<file path="src/sv/cba_pkg.sv">
// Shared types and constants for the contiguous block allocator.
// No dependencies; used by cba_ctrl, cba_dpath and contiguous_block_allocator.
`default_nettype none

package cba_pkg;

   localparam int SIZE_W   = 12;
   localparam int FIRST_W  = 5;
   localparam int SLOT_W   = 5;
   localparam int STATUS_W = 2;
   // reciprocal used for the byte-to-block division is below 2**(SIZE_W+1)
   localparam int RECIP_W  = SIZE_W + 1;

   typedef logic [SIZE_W-1:0]   size_type;
   typedef logic [SIZE_W:0]     size_sum_type;
   typedef logic [FIRST_W-1:0]  first_type;
   typedef logic [SLOT_W-1:0]   slot_type;
   typedef logic [STATUS_W-1:0] status_type;

   localparam logic ACT_ALLOC = 1'b0;
   localparam logic ACT_FREE  = 1'b1;

   localparam status_type ST_OK    = 2'd0;
   localparam status_type ST_NOFIT = 2'd1;
   localparam status_type ST_BAD   = 2'd2;

   typedef struct packed {
      logic       load_req;
      logic       load_prod;
      logic       scan_init;
      logic       scan_step;
      logic       mark_free_init;
      logic       mark_alloc_init;
      logic       write_step;
      logic       set_result;
      status_type result_status;
      logic       rsp_load;
   } cmd_type;

   typedef struct packed {
      logic is_free;
      logic blocks_zero;
      logic too_big;
      logic free_bad;
      logic hit;
      logic scan_miss;
      logic mark_last;
      logic clear_last;
      logic rsp_free;
   } stat_type;

endpackage

`default_nettype wire

</file>
<file path="src/sv/cba_ram.sv">
// Generic simple dual-port RAM: one write port, one read port, registered read.
// No dependencies.
`default_nettype none

module cba_ram #(
   parameter int WIDTH = 1,
   parameter int DEPTH = 32
) (
   input  wire logic                                 clock,
   input  wire logic                                 we,
   input  wire logic [(DEPTH > 1 ? $clog2(DEPTH) : 1)-1:0] waddr,
   input  wire logic [WIDTH-1:0]                     wdata,
   input  wire logic [(DEPTH > 1 ? $clog2(DEPTH) : 1)-1:0] raddr,
   output logic      [WIDTH-1:0]                     rdata
);

   logic [WIDTH-1:0] mem_ff [DEPTH];
   logic [WIDTH-1:0] rd_ff;

   always_ff @(posedge clock) begin
      if (we) begin
         mem_ff[waddr] <= wdata;
      end
      rd_ff <= mem_ff[raddr];
   end

   assign rdata = rd_ff;

endmodule

`default_nettype wire

</file>
<file path="src/sv/cba_ctrl.sv">
// Controller state machine of the contiguous block allocator.
// Depends on cba_pkg for the command and status structs and status codes.
`default_nettype none

module cba_ctrl (
   input  wire logic              clock,
   input  wire logic              reset,
   input  wire logic              req_valid,
   output logic                   req_ready,
   input  wire cba_pkg::stat_type stat,
   output cba_pkg::cmd_type       cmd
);

   localparam logic [2:0] S_CLEAR = 3'd0;
   localparam logic [2:0] S_IDLE  = 3'd1;
   localparam logic [2:0] S_MUL   = 3'd2;
   localparam logic [2:0] S_CHECK = 3'd3;
   localparam logic [2:0] S_SCAN  = 3'd4;
   localparam logic [2:0] S_MARK  = 3'd5;
   localparam logic [2:0] S_DONE  = 3'd6;

   logic [2:0] state_ff;
   logic [2:0] state_in;

   always_comb begin
      state_in  = state_ff;
      cmd       = '0;
      req_ready = 1'b0;
      unique case (state_ff)
         S_CLEAR: begin
            cmd.write_step = 1'b1;
            if (stat.clear_last) begin
               state_in = S_IDLE;
            end
         end
         S_IDLE: begin
            req_ready = 1'b1;
            if (req_valid) begin
               cmd.load_req = 1'b1;
               state_in     = S_MUL;
            end
         end
         S_MUL: begin
            cmd.load_prod = 1'b1;
            state_in      = S_CHECK;
         end
         S_CHECK: begin
            if (stat.blocks_zero) begin
               cmd.set_result    = 1'b1;
               cmd.result_status = cba_pkg::ST_BAD;
               state_in          = S_DONE;
            end else if (!stat.is_free) begin
               if (stat.too_big) begin
                  cmd.set_result    = 1'b1;
                  cmd.result_status = cba_pkg::ST_NOFIT;
                  state_in          = S_DONE;
               end else begin
                  cmd.scan_init = 1'b1;
                  state_in      = S_SCAN;
               end
            end else if (stat.free_bad) begin
               cmd.set_result    = 1'b1;
               cmd.result_status = cba_pkg::ST_BAD;
               state_in          = S_DONE;
            end else begin
               cmd.mark_free_init = 1'b1;
               cmd.set_result     = 1'b1;
               cmd.result_status  = cba_pkg::ST_OK;
               state_in           = S_MARK;
            end
         end
         S_SCAN: begin
            cmd.scan_step = 1'b1;
            if (stat.hit) begin
               cmd.mark_alloc_init = 1'b1;
               cmd.set_result      = 1'b1;
               cmd.result_status   = cba_pkg::ST_OK;
               state_in            = S_MARK;
            end else if (stat.scan_miss) begin
               cmd.set_result    = 1'b1;
               cmd.result_status = cba_pkg::ST_NOFIT;
               state_in          = S_DONE;
            end
         end
         S_MARK: begin
            cmd.write_step = 1'b1;
            if (stat.mark_last) begin
               state_in = S_DONE;
            end
         end
         S_DONE: begin
            // wait for the output register to empty
            if (stat.rsp_free) begin
               cmd.rsp_load = 1'b1;
               state_in     = S_IDLE;
            end
         end
         default: begin
            state_in = S_IDLE;
         end
      endcase
   end

   always_ff @(posedge clock) begin
      if (reset) begin
         state_ff <= S_CLEAR;
      end else begin
         state_ff <= state_in;
      end
   end

endmodule

`default_nettype wire

</file>
<file path="src/sv/cba_dpath.sv">
// Datapath of the contiguous block allocator: request registers, byte-to-block
// division, free-map RAM with scan and mark counters, result and output registers.
// Depends on cba_pkg and cba_ram.
`default_nettype none

module cba_dpath #(
   parameter int NUM_BLOCKS  = 32,
   parameter int BLOCK_BYTES = 64
) (
   input  wire logic                clock,
   input  wire logic                reset,
   input  wire cba_pkg::cmd_type    cmd,
   output cba_pkg::stat_type        stat,
   input  wire logic                req_action,
   input  wire cba_pkg::size_type   req_size_bytes,
   input  wire cba_pkg::first_type  req_first_block,
   input  wire logic                rsp_ready,
   output logic                     rsp_valid,
   output cba_pkg::status_type      rsp_status,
   output cba_pkg::slot_type        rsp_slot
);

   localparam int IW    = (NUM_BLOCKS > 1) ? $clog2(NUM_BLOCKS) : 1;
   localparam int RW    = $clog2(NUM_BLOCKS + 1);
   localparam int SH    = cba_pkg::SIZE_W + $clog2(BLOCK_BYTES);
   localparam int RECIP = ((1 << SH) + BLOCK_BYTES - 1) / BLOCK_BYTES;
   localparam int PW    = cba_pkg::SIZE_W + cba_pkg::RECIP_W;

   localparam logic [IW-1:0]              LAST_IDX = IW'(NUM_BLOCKS - 1);
   localparam cba_pkg::size_type          NUM_SZ   = cba_pkg::size_type'(NUM_BLOCKS);
   localparam cba_pkg::size_sum_type      NUM_SUM  = cba_pkg::size_sum_type'(NUM_BLOCKS);
   localparam logic [PW-1:0]              RECIP_PW = PW'(RECIP);

   logic                 action_ff;
   cba_pkg::size_type    size_ff;
   cba_pkg::first_type   first_ff;
   logic [PW-1:0]        prod_ff;
   cba_pkg::size_type    blocks;

   logic [IW-1:0] idx_ff, idx_in;
   logic [IW-1:0] pidx_ff, pidx_in;
   logic          dvld_ff, dvld_in;
   logic          issued_ff, issued_in;
   logic [RW-1:0] run_ff, run_in;
   logic [IW-1:0] start_ff, start_in;
   logic [RW-1:0] cnt_ff, cnt_in;
   logic          fill_ff, fill_in;

   cba_pkg::status_type status_ff;
   cba_pkg::slot_type   slot_ff;
   logic                rsp_valid_ff;
   cba_pkg::status_type rsp_status_ff;
   cba_pkg::slot_type   rsp_slot_ff;

   logic          ram_rdata;
   logic [IW-1:0] hit_start;
   logic          hit;
   cba_pkg::size_type first_sz;

   cba_ram #(
      .WIDTH(1),
      .DEPTH(NUM_BLOCKS)
   ) u_map (
      .clock(clock),
      .we   (cmd.write_step),
      .waddr(idx_ff),
      .wdata(fill_ff),
      .raddr(idx_ff),
      .rdata(ram_rdata)
   );

   // floor(bytes / BLOCK_BYTES) as multiply by a rounded-up reciprocal and shift
   assign blocks    = cba_pkg::size_type'(prod_ff >> SH);
   assign first_sz  = cba_pkg::size_type'(first_ff);
   assign hit_start = (run_ff == '0) ? pidx_ff : start_ff;
   assign hit       = dvld_ff && ram_rdata &&
                      (cba_pkg::size_type'(run_ff) + cba_pkg::size_type'(1) == blocks);

   always_comb begin
      stat.is_free     = (action_ff == cba_pkg::ACT_FREE);
      stat.blocks_zero = (blocks == '0);
      stat.too_big     = (blocks > NUM_SZ);
      stat.free_bad    = (first_sz >= NUM_SZ) ||
                         ({1'b0, blocks} + {1'b0, first_sz} > NUM_SUM);
      stat.hit         = hit;
      stat.scan_miss   = dvld_ff && !hit && (pidx_ff == LAST_IDX);
      stat.mark_last   = (cba_pkg::size_type'(cnt_ff) + cba_pkg::size_type'(1) == blocks);
      stat.clear_last  = (idx_ff == LAST_IDX);
      stat.rsp_free    = !rsp_valid_ff || rsp_ready;
   end

   always_comb begin
      idx_in    = idx_ff;
      pidx_in   = pidx_ff;
      dvld_in   = dvld_ff;
      issued_in = issued_ff;
      run_in    = run_ff;
      start_in  = start_ff;
      cnt_in    = cnt_ff;
      fill_in   = fill_ff;
      if (cmd.scan_init) begin
         idx_in    = '0;
         dvld_in   = 1'b0;
         issued_in = 1'b0;
         run_in    = '0;
      end
      if (cmd.scan_step) begin
         // read one block per cycle; the data returns in the next cycle
         dvld_in = !issued_ff;
         pidx_in = idx_ff;
         if (idx_ff == LAST_IDX) begin
            issued_in = 1'b1;
         end else begin
            idx_in = IW'(idx_ff + 1'b1);
         end
         if (dvld_ff) begin
            if (ram_rdata) begin
               run_in   = RW'(run_ff + 1'b1);
               start_in = hit_start;
            end else begin
               run_in = '0;
            end
         end
      end
      if (cmd.mark_free_init) begin
         idx_in  = IW'(first_ff);
         cnt_in  = '0;
         fill_in = 1'b1;
      end
      if (cmd.mark_alloc_init) begin
         idx_in  = hit_start;
         cnt_in  = '0;
         fill_in = 1'b0;
      end
      if (cmd.write_step) begin
         idx_in = IW'(idx_ff + 1'b1);
         cnt_in = RW'(cnt_ff + 1'b1);
      end
   end

   always_ff @(posedge clock) begin
      if (reset) begin
         idx_ff    <= '0;
         dvld_ff   <= 1'b0;
         issued_ff <= 1'b0;
         fill_ff   <= 1'b1;
      end else begin
         idx_ff    <= idx_in;
         dvld_ff   <= dvld_in;
         issued_ff <= issued_in;
         fill_ff   <= fill_in;
      end
   end

   always_ff @(posedge clock) begin
      pidx_ff  <= pidx_in;
      run_ff   <= run_in;
      start_ff <= start_in;
      cnt_ff   <= cnt_in;
      if (cmd.load_req) begin
         action_ff <= req_action;
         size_ff   <= req_size_bytes;
         first_ff  <= req_first_block;
      end
      if (cmd.load_prod) begin
         prod_ff <= PW'(size_ff) * RECIP_PW;
      end
      if (cmd.set_result) begin
         status_ff <= cmd.result_status;
         slot_ff   <= cmd.mark_alloc_init ? cba_pkg::slot_type'(hit_start) : '0;
      end
      if (cmd.rsp_load) begin
         rsp_status_ff <= status_ff;
         rsp_slot_ff   <= slot_ff;
      end
   end

   always_ff @(posedge clock) begin
      if (reset) begin
         rsp_valid_ff <= 1'b0;
      end else if (cmd.rsp_load) begin
         rsp_valid_ff <= 1'b1;
      end else if (rsp_ready) begin
         rsp_valid_ff <= 1'b0;
      end
   end

   assign rsp_valid  = rsp_valid_ff;
   assign rsp_status = rsp_status_ff;
   assign rsp_slot   = rsp_slot_ff;

endmodule

`default_nettype wire

</file>
<file path="src/sv/contiguous_block_allocator.sv">
// First-fit contiguous block allocator. One word in, one word out, one item at a time.
// Allocation scans the free-map RAM at one block per cycle, then marks the found run of blocks;
// a free marks its blocks without a scan, and a refused request writes nothing.
// A finished word waits in the output register while the next is taken.
// Reset: synchronous; a clearing pass sets every block free,
// with req_ready low until it ends.
`default_nettype none

module contiguous_block_allocator #(
   parameter int NUM_BLOCKS  = 32,
   parameter int BLOCK_BYTES = 64
) (
   input  wire logic                clock,
   input  wire logic                reset,
   input  wire logic                req_valid,
   output logic                     req_ready,
   input  wire logic                req_action,
   input  wire cba_pkg::size_type   req_size_bytes,
   input  wire cba_pkg::first_type  req_first_block,
   output logic                     rsp_valid,
   input  wire logic                rsp_ready,
   output cba_pkg::status_type      rsp_status,
   output cba_pkg::slot_type        rsp_slot
);

   cba_pkg::cmd_type  cmd;
   cba_pkg::stat_type stat;

   cba_ctrl u_ctrl (
      .clock    (clock),
      .reset    (reset),
      .req_valid(req_valid),
      .req_ready(req_ready),
      .stat     (stat),
      .cmd      (cmd)
   );

   cba_dpath #(
      .NUM_BLOCKS (NUM_BLOCKS),
      .BLOCK_BYTES(BLOCK_BYTES)
   ) u_dpath (
      .clock          (clock),
      .reset          (reset),
      .cmd            (cmd),
      .stat           (stat),
      .req_action     (req_action),
      .req_size_bytes (req_size_bytes),
      .req_first_block(req_first_block),
      .rsp_ready      (rsp_ready),
      .rsp_valid      (rsp_valid),
      .rsp_status     (rsp_status),
      .rsp_slot       (rsp_slot)
   );

   a_refused_slot_zero: assert property (@(posedge clock) disable iff (reset)
      rsp_valid && (rsp_status != cba_pkg::ST_OK) |-> rsp_slot == '0)
      else $error("refused word carries a nonzero slot");

   a_no_write_when_ready: assert property (@(posedge clock) disable iff (reset)
      req_ready |-> !cmd.write_step)
      else $error("free map written while taking a new word");

   a_one_at_a_time: assert property (@(posedge clock) disable iff (reset)
      req_valid && req_ready |=> !req_ready)
      else $error("second word taken while one is in work");

   a_no_overwrite: assert property (@(posedge clock) disable iff (reset)
      cmd.rsp_load |-> !rsp_valid || rsp_ready)
      else $error("output register loaded while holding a word");

endmodule

`default_nettype wire
</file>
<file path="config.mk">
export PLATFORM = sky130hd
export DESIGN_NAME = contiguous_block_allocator
export DESIGN_NICKNAME = d
export VERILOG_FILES = /design/src/sv/cba_pkg.sv /design/src/sv/cba_ram.sv /design/src/sv/cba_ctrl.sv /design/src/sv/cba_dpath.sv /design/src/sv/contiguous_block_allocator.sv
export SDC_FILE = /design/constraint.sdc
export NUM_CORES = 1
export LEC_CHECK = 0
export BUFFER_PORTS_ARGS = -buffer_cell sky130_fd_sc_hd__buf_2
export CAP_MARGIN = 20
export CORE_ASPECT_RATIO = 1.75
export CORE_UTILIZATION = 27
export CTS_BUF_LIST = sky130_fd_sc_hd__clkbuf_4 sky130_fd_sc_hd__clkbuf_8
export CTS_CLUSTER_DIAMETER = 100
export DETAILED_ROUTE_END_ITERATION = 8
export MAX_ROUTING_LAYER = met4
export PLACE_DENSITY_LB_ADDON = 0.15
export SLEW_MARGIN = 0
export SYNTH_ARGS = -nofsm -noshare
export SYNTH_HDL_FRONTEND = slang
export SYNTH_SLANG_ARGS = --single-unit
</file>
<file path="constraint.sdc">
create_clock -name clock -period 4.8 [get_ports clock]
set_input_delay 0.96 -clock clock [delete_from_list [all_inputs] [get_ports clock]]
set_output_delay 0.96 -clock clock [all_outputs]
set_load 0.005 [all_outputs]
</file>
==> results.yml, run 1 <==
worst_setup_path:
  startpoint_type: "flop"
  worst-path-max-fanout: 6
  worstSetupEndpointType: "flop"
  timing.rr.start: "u_dpath.prod_ff[18]$_DFFE_PP_"
  cp-startpoint: "u_dpath.prod_ff[18]$_DFFE_PP_"
  critical_path_class: "reg2reg"
  endpoint: "u_dpath.cnt_ff[3]$_SDFFCE_PN0P_"
  r2r_cells: 9
  arrival_ps: 3020
  required_ps: 4870
  r2r_slack_ps: 1850
  r2r-end: "u_dpath.cnt_ff[3]$_SDFFCE_PN0P_"
pwr:
  ir_worst_vdd_mv: 0.1371
  power_density_nw_per_um2: 336.2
  power.leakage_nw: 1.903
place:
  portBuffers: 24
  dp_hpwl_um: 8393
  gp_congestion: 0.7961
sta:
  setup_viol: 0
  hold_viol: 0
  fin_skew_ps: 16.33
  final.setup.tns_ps: 0
  min_period_ps: 2947
  maxSlewHeadroom: 0.3374
  worst_slew_pin_slew_ps: 992.5
  timing.hold.ws_ps: 426.3
  max_freq_mhz: 339.3
  fin_crit_sh: 0.6140
  rsz0062_at_grt: "false"
  maxSlewViolCount: 0
floorplan:
  start_util: 0.2762
  die_area_um2: 19040
  row_count: 65
  die_w_um: 104.7
  io_pins: 31
  core_area_um2: 18050
  die_y_um: 181.8
clocking:
  cts_tree: "done"
  clockBufferDepth: 2
  cts-resized-gates: 0
  cts_root_buf: "clkbuf_8"
  post-cts-setup-buffer-count: 0
  clock-sinks: 99
  clk_pin_slew_worst_paths_ps: 110
  cts_made_buffers: 9
  clk_latency_ps: 390
  hold_buffers: 0
  htreeDepth: 3
synthesis:
  yosysMostFrequentCell: "edfxtp_1"
  synth.top_cell.area_share: 0.4817
  synth_edf_count: 80
  synth_cell_type_count: 74
  syn_area_per_cell_um2: 11.73
  async_flop_share: 0
  yosysWarnings: 0
  syn_area_um2: 4987
  synthCells: 425
  seq_area_frac_synth: 0.5580
  synth-main-ff-cell: "edfxtp_1"
  synth_top_area_cell: "edfxtp_1"
  synth-seq-cells: 99
  synth_top_cells_by_count: "80 x edfxtp_1, 61 x nor2_1, 25 x nand2_1, 21 x o21ai_0, 19 x dfxtp_1"
  ys_top_cells_by_area: "edfxtp_1 48%, dfxtp_1 7.6%, nor2_1 4.6%, mux4_2 3.6%, ha_1 3.3%"
  synth_nets: 461
cells_and_area:
  multiInputGateArea_um2: 2018
  antenna_cells: 0
  area_growth_pct: 9.935
  drive_above_1_share: 0.1655
  layout.nets: 478
  filler_cell_count: 1896
  regArea_um2: 2783
grt:
  grt_pass1_vias: 3462
  grt_max_degree: 34
  gr-total-overflow: 0
  grt_pass1_wl_um: 18700
  antenna_found_initial: 0
  grtUsageTotal: 0.1353
drt:
  vias_per_cell: 4.912
  first_iter_violations: 138
  drtPass1Iterations: 4
  ant_nets: 0
  totalWireLength_um: 11820
  wl_per_cell_um: 17.35
  num_vias: 3345
  drc_errors: 0
job:
  drv_cap: 0
hold_path:
  hp-start: "u_dpath.size_ff[7]$_DFFE_PP_"
  whs_path_depth: 0
  holdCritPathClass: "reg2reg"
run_status:
  run_status: "complete, no violations"
layout by cell type, fill, tap and decap left out, types with 3 or more instances in the layout:
| cell type | instances |
|---|---|
| or3_1 | 3 |
| nand2_1 | 25 |
| o21ai_0 | 21 |
| mux2i_1 | 4 |
| and3_1 | 6 |
| xor2_1 | 12 |
| xnor2_1 | 10 |
| nand3_1 | 16 |
| nand2b_1 | 3 |
| edfxtp_1 | 80 |
| nor2_1 | 61 |
| buf_2 | 24 |
| a22o_1 | 3 |
| clkbuf_8 | 10 |
| a21oi_1 | 16 |
| mux4_2 | 8 |
| and2_1 | 6 |
| inv_1 | 18 |
| nor3_1 | 5 |
| ha_1 | 13 |
| mux2_2 | 5 |
| nor3b_1 | 3 |
| o31ai_1 | 3 |
| nand3b_1 | 4 |
| dfxtp_1 | 19 |
metrics by stage:
stage	std cells	total power, mW	instance area (µm²)	worst slack [ps]	utilization
floorplan	425	1.248	4987	2290	-
global placement	665	1.319	5289	1830	0.2929
detailed placement	665	1.326	5289	1803	0.2929
CTS	681	1.871	5483	1791	0.3037
global route	681	1.936	5483	1592	0.3037
finish	681	1.843	5483	1853	0.3037
worst min path at each step:
| stage | end | slack [ps] |
|---|---|---|
| 6_report | u_dpath.prod_ff[19]$_DFFE_PP_ | 430 |
| 5_1_grt | u_dpath.prod_ff[18]$_DFFE_PP_ | 430 |
| 4_1_cts | u_dpath.prod_ff[19]$_DFFE_PP_ | 430 |
| 3_5_place_dp | u_dpath.prod_ff[19]$_DFFE_PP_ | 400 |
| 3_3_place_gp | u_dpath.prod_ff[22]$_DFFE_PP_ | 400 |
| 2_1_floorplan | u_dpath.prod_ff[18]$_DFFE_PP_ | 400 |
sequential cells by signal, indices dropped and copies added (netlist names):
signal,count
u_dpath.prod_ff,6
u_dpath.pidx_ff,5
u_dpath.dvld_ff,1
u_dpath.action_ff,1
u_dpath.first_ff,5
u_dpath.slot_ff,5
u_ctrl.state_ff,3
u_dpath.status_ff,2
u_dpath.rsp_status,2
u_dpath.cnt_ff,6
u_dpath.idx_ff,5
u_dpath.start_ff,5
u_dpath.fill_ff,1
u_dpath.rsp_slot,5
u_dpath.issued_ff,1
u_dpath.rsp_valid,1
u_dpath.u_map.rdata,1
u_dpath.run_ff,6
u_dpath.size_ff,6
u_dpath.u_map.mem_ff,32
layout make-up:
| cell class | count | share of cell area |
|---|---|---|
| clock inverters | 6 | 0.01027 |
| flip-flops and latches | 99 | 0.5075 |
| inverters | 18 | 0.01232 |
| repair buffers | 25 | 0.02328 |
| clock buffers | 10 | 0.02510 |
| well taps | 234 | 0.05340 |
| multi-input cells | 289 | 0.3681 |
critical path, cell delays in order, from the launching register on:
cell       delay, ps
edfxtp_1         550
ha_1             270
inv_1             70
fa_1             420
nand2b_1         160
o2bb2ai_1        140
a211o_2          370
a31oi_2          150
nand2_1          190
nand2_1          320
report_power, final:
part	leakage, nW	internal, mW	total [mW]	switching [mW]
registers	0.895	0.973	1.05	0.0786
logic	0.911	0.118	0.255	0.138
clock network	0.0969	0.214	0.536	0.322
total	1.90	1.30	1.84	0.539
per-layer routing:
| metal | track usage | vias to the layer above | routed length (µm) |
|---|---|---|---|
| li1 | - | 1611 | - |
| met4 | 0.06817 | 0 | 366 |
| met3 | 0.01902 | 20 | 273 |
| met1 | 0.1455 | 1654 | 4799 |
| met5 | - | - | 0 |
| met2 | 0.2408 | 60 | 6378 |
kinds of logic (layout without fill, tap and decap cells):
logic type | after synthesis | after routing | synth area share
multiplexers | 17 | 17 | 0.05544
buffers and inverters | 37 | 59 | 0.03738
AND/OR/NAND/NOR | 154 | 154 | 0.1563
XOR/XNOR | 22 | 22 | 0.03863
AO/OA/AOI/OAI | 81 | 81 | 0.1157
adder cells (fa/ha/maj) | 15 | 15 | 0.03864
flip-flops | 99 | 99 | 0.5580
Note: power is estimated with default switching activity, not from simulation.
==> run 2, diff against run 1 <==
- clock period: 4.8 -> 3 ns (I/O delays scaled with it)
==> results.yml, run 2 (same netlist as run 1, synthesis figures left out) <==
hold_path:
  holdCritPathClass: "in2reg"
grt:
  grt.busiest_layer: "met2"
  use_met1: 0.1425
  grt_max_degree: 34
  met3_usage: 0.02728
  grtUsageTotal: 0.1359
  gr-total-overflow: 0
  grt_use_met2: 0.2400
  antenna_found_initial: 0
  grt_pass1_wl_um: 18710
  grt_pass1_vias: 3386
place:
  dpl.cell_count: 677
  dp_hpwl_um: 8650
  gp_congestion: 0.8256
  portBuffers: 24
clocking:
  cts_tree: "done"
  htreeDepth: 3
  cts_made_buffers: 9
  clockBufferDepth: 2
  clock-sinks: 99
  post-cts-setup-buffer-count: 0
  cts_root_buf: "clkbuf_8"
  clk_pin_slew_worst_paths_ps: 110
  cts-resized-gates: 0
  hold_buffers: 0
  clk_latency_ps: 390
job:
  drv_cap: 0
cells_and_area:
  final_common_cell: "edfxtp_1"
  final_cell_mix: "80 x edfxtp_1, 61 x nor2_1, 25 x nand2_1, 24 x buf_2, 21 x o21ai_0"
  layout.nets: 490
  filler_cell_count: 1876
  antenna_cells: 0
  regMostFlops: "u_dpath.u_map.mem_ff"
  final_cell_count_no_fill: 693
  largest_register_ffs: 32
  area_growth_pct: 11.97
  utilization: 0.3093
  drive_above_1_share: 0.1874
sta:
  fin_crit_sh: 0.9112
  max_freq_mhz: 365.8
  final.setup.tns_ps: 0
  rsz0062_at_grt: "false"
  hold_viol: 0
  maxSlewHeadroom: 0.3409
  worst_slew_pin_slew_ps: 987.3
  maxSlewViolCount: 0
  setup_viol: 0
  fin_skew_ps: 14.83
  min_period_ps: 2734
drt:
  num_vias: 3280
  drtPass1Iterations: 4
  totalWireLength_um: 11840
  ant_nets: 0
  vias_per_cell: 4.733
  wl_per_cell_um: 17.09
  first_iter_violations: 123
  drc_errors: 0
floorplan:
  row_count: 65
  core_area_um2: 18050
  start_util: 0.2762
  die_area_um2: 19040
  die_w_um: 104.7
  die_y_um: 181.8
  io_pins: 31
worst_setup_path:
  crit_family: "compound AO/OA/AOI/OAI gates"
  worstSetupEndpointType: "flop"
  worst-path-max-fanout: 4
  critPathMaxStageDelay_ps: 550
  required_ps: 3280
  startpoint_type: "flop"
  arrival_ps: 3020
  crit_buf_inv: 2
  cp_cell_sequence: "inv_1 > ha_1 > xnor2_1 > nand3_1 > a2111oi_2 > nand3_2 > buf_4 > o22ai_1 > mux2i_1 > o31a_1"
  critical_path_class: "reg2reg"
  cp_slowest_cell: "a2111oi_2"
pwr:
  ir_worst_vdd_mv: 0.1996
  power.leakage_nw: 1.973
  power_density_nw_per_um2: 537.6
run_status:
  run_status: "complete, no violations"
run 2: cell types whose count changed in the layout (fill, tap and decap cells not counted), sizes merged:
cell	delta
buf	+12
clkbuf	-1
bufinv	+1
clkinvlp	-1
clkinv	+1
run 2: cell type report:
type                    count  area (µm²)  share of cell area
flip-flops and latches     99        2783              0.4983
clock buffers               9       123.9             0.02218
inverters                  18       67.56             0.01210
clock inverters             7       81.33             0.01456
well taps                 234       292.8             0.05243
multi-input cells         289        2018              0.3614
repair buffers             37       217.7             0.03899
run 2: stage by stage:
stage,total power [mW],hold WS (ps),worst slack (ps),instance area (µm²)
2_1_floorplan,1.997,400.3,490.0,4987
3_3_place_gp,2.124,403.4,248.9,5379
3_5_place_dp,2.132,404.5,232.9,5379
4_1_cts,3.055,367.2,215.6,5584
5_1_grt,3.151,367.3,84.50,5584
6_report,3.002,395.4,266.4,5584
run 2: path summary, 6_finish.rpt:
check,slack [ps],cells after the start,to,from
setup / recovery,270,10,u_dpath.idx_ff[3]$_SDFF_PP0_,u_dpath.run_ff[0]$_DFF_P_
hold / removal,400,1,u_dpath.size_ff[9]$_DFFE_PP_,req_size_bytes[9]
setup reg to reg,270,10,u_dpath.idx_ff[3]$_SDFF_PP0_,u_dpath.run_ff[0]$_DFF_P_
hold reg to reg,430,0,u_dpath.prod_ff[18]$_DFFE_PP_,u_dpath.size_ff[6]$_DFFE_PP_
run 2: worst register-to-register path, delay by kind of cell (launching register included):
| kind | cells | cell delay [ps] |
|---|---|---|
| compound gates | 3 | 980 |
| xor+xnor | 1 | 140 |
| fa+ha+maj | 1 | 320 |
| buf+inv | 2 | 270 |
| flops | 1 | 420 |
| mux | 1 | 150 |
| simple gates | 2 | 360 |
run 2: layer usage:
metal / vias to the layer above / wire, µm
li1: 1629 / -
met1: 1576 / 4823
met2: 56 / 6301
met3: 19 / 336
met4: 0 / 382
met5: - / 0
run 2: where the power goes:
group / internal (mW) / leakage, nW / switching (mW)
Sequential: 1.56 / 0.895 / 0.0773
Clock: 0.399 / 0.106 / 0.512
Combinational: 0.198 / 0.971 / 0.259
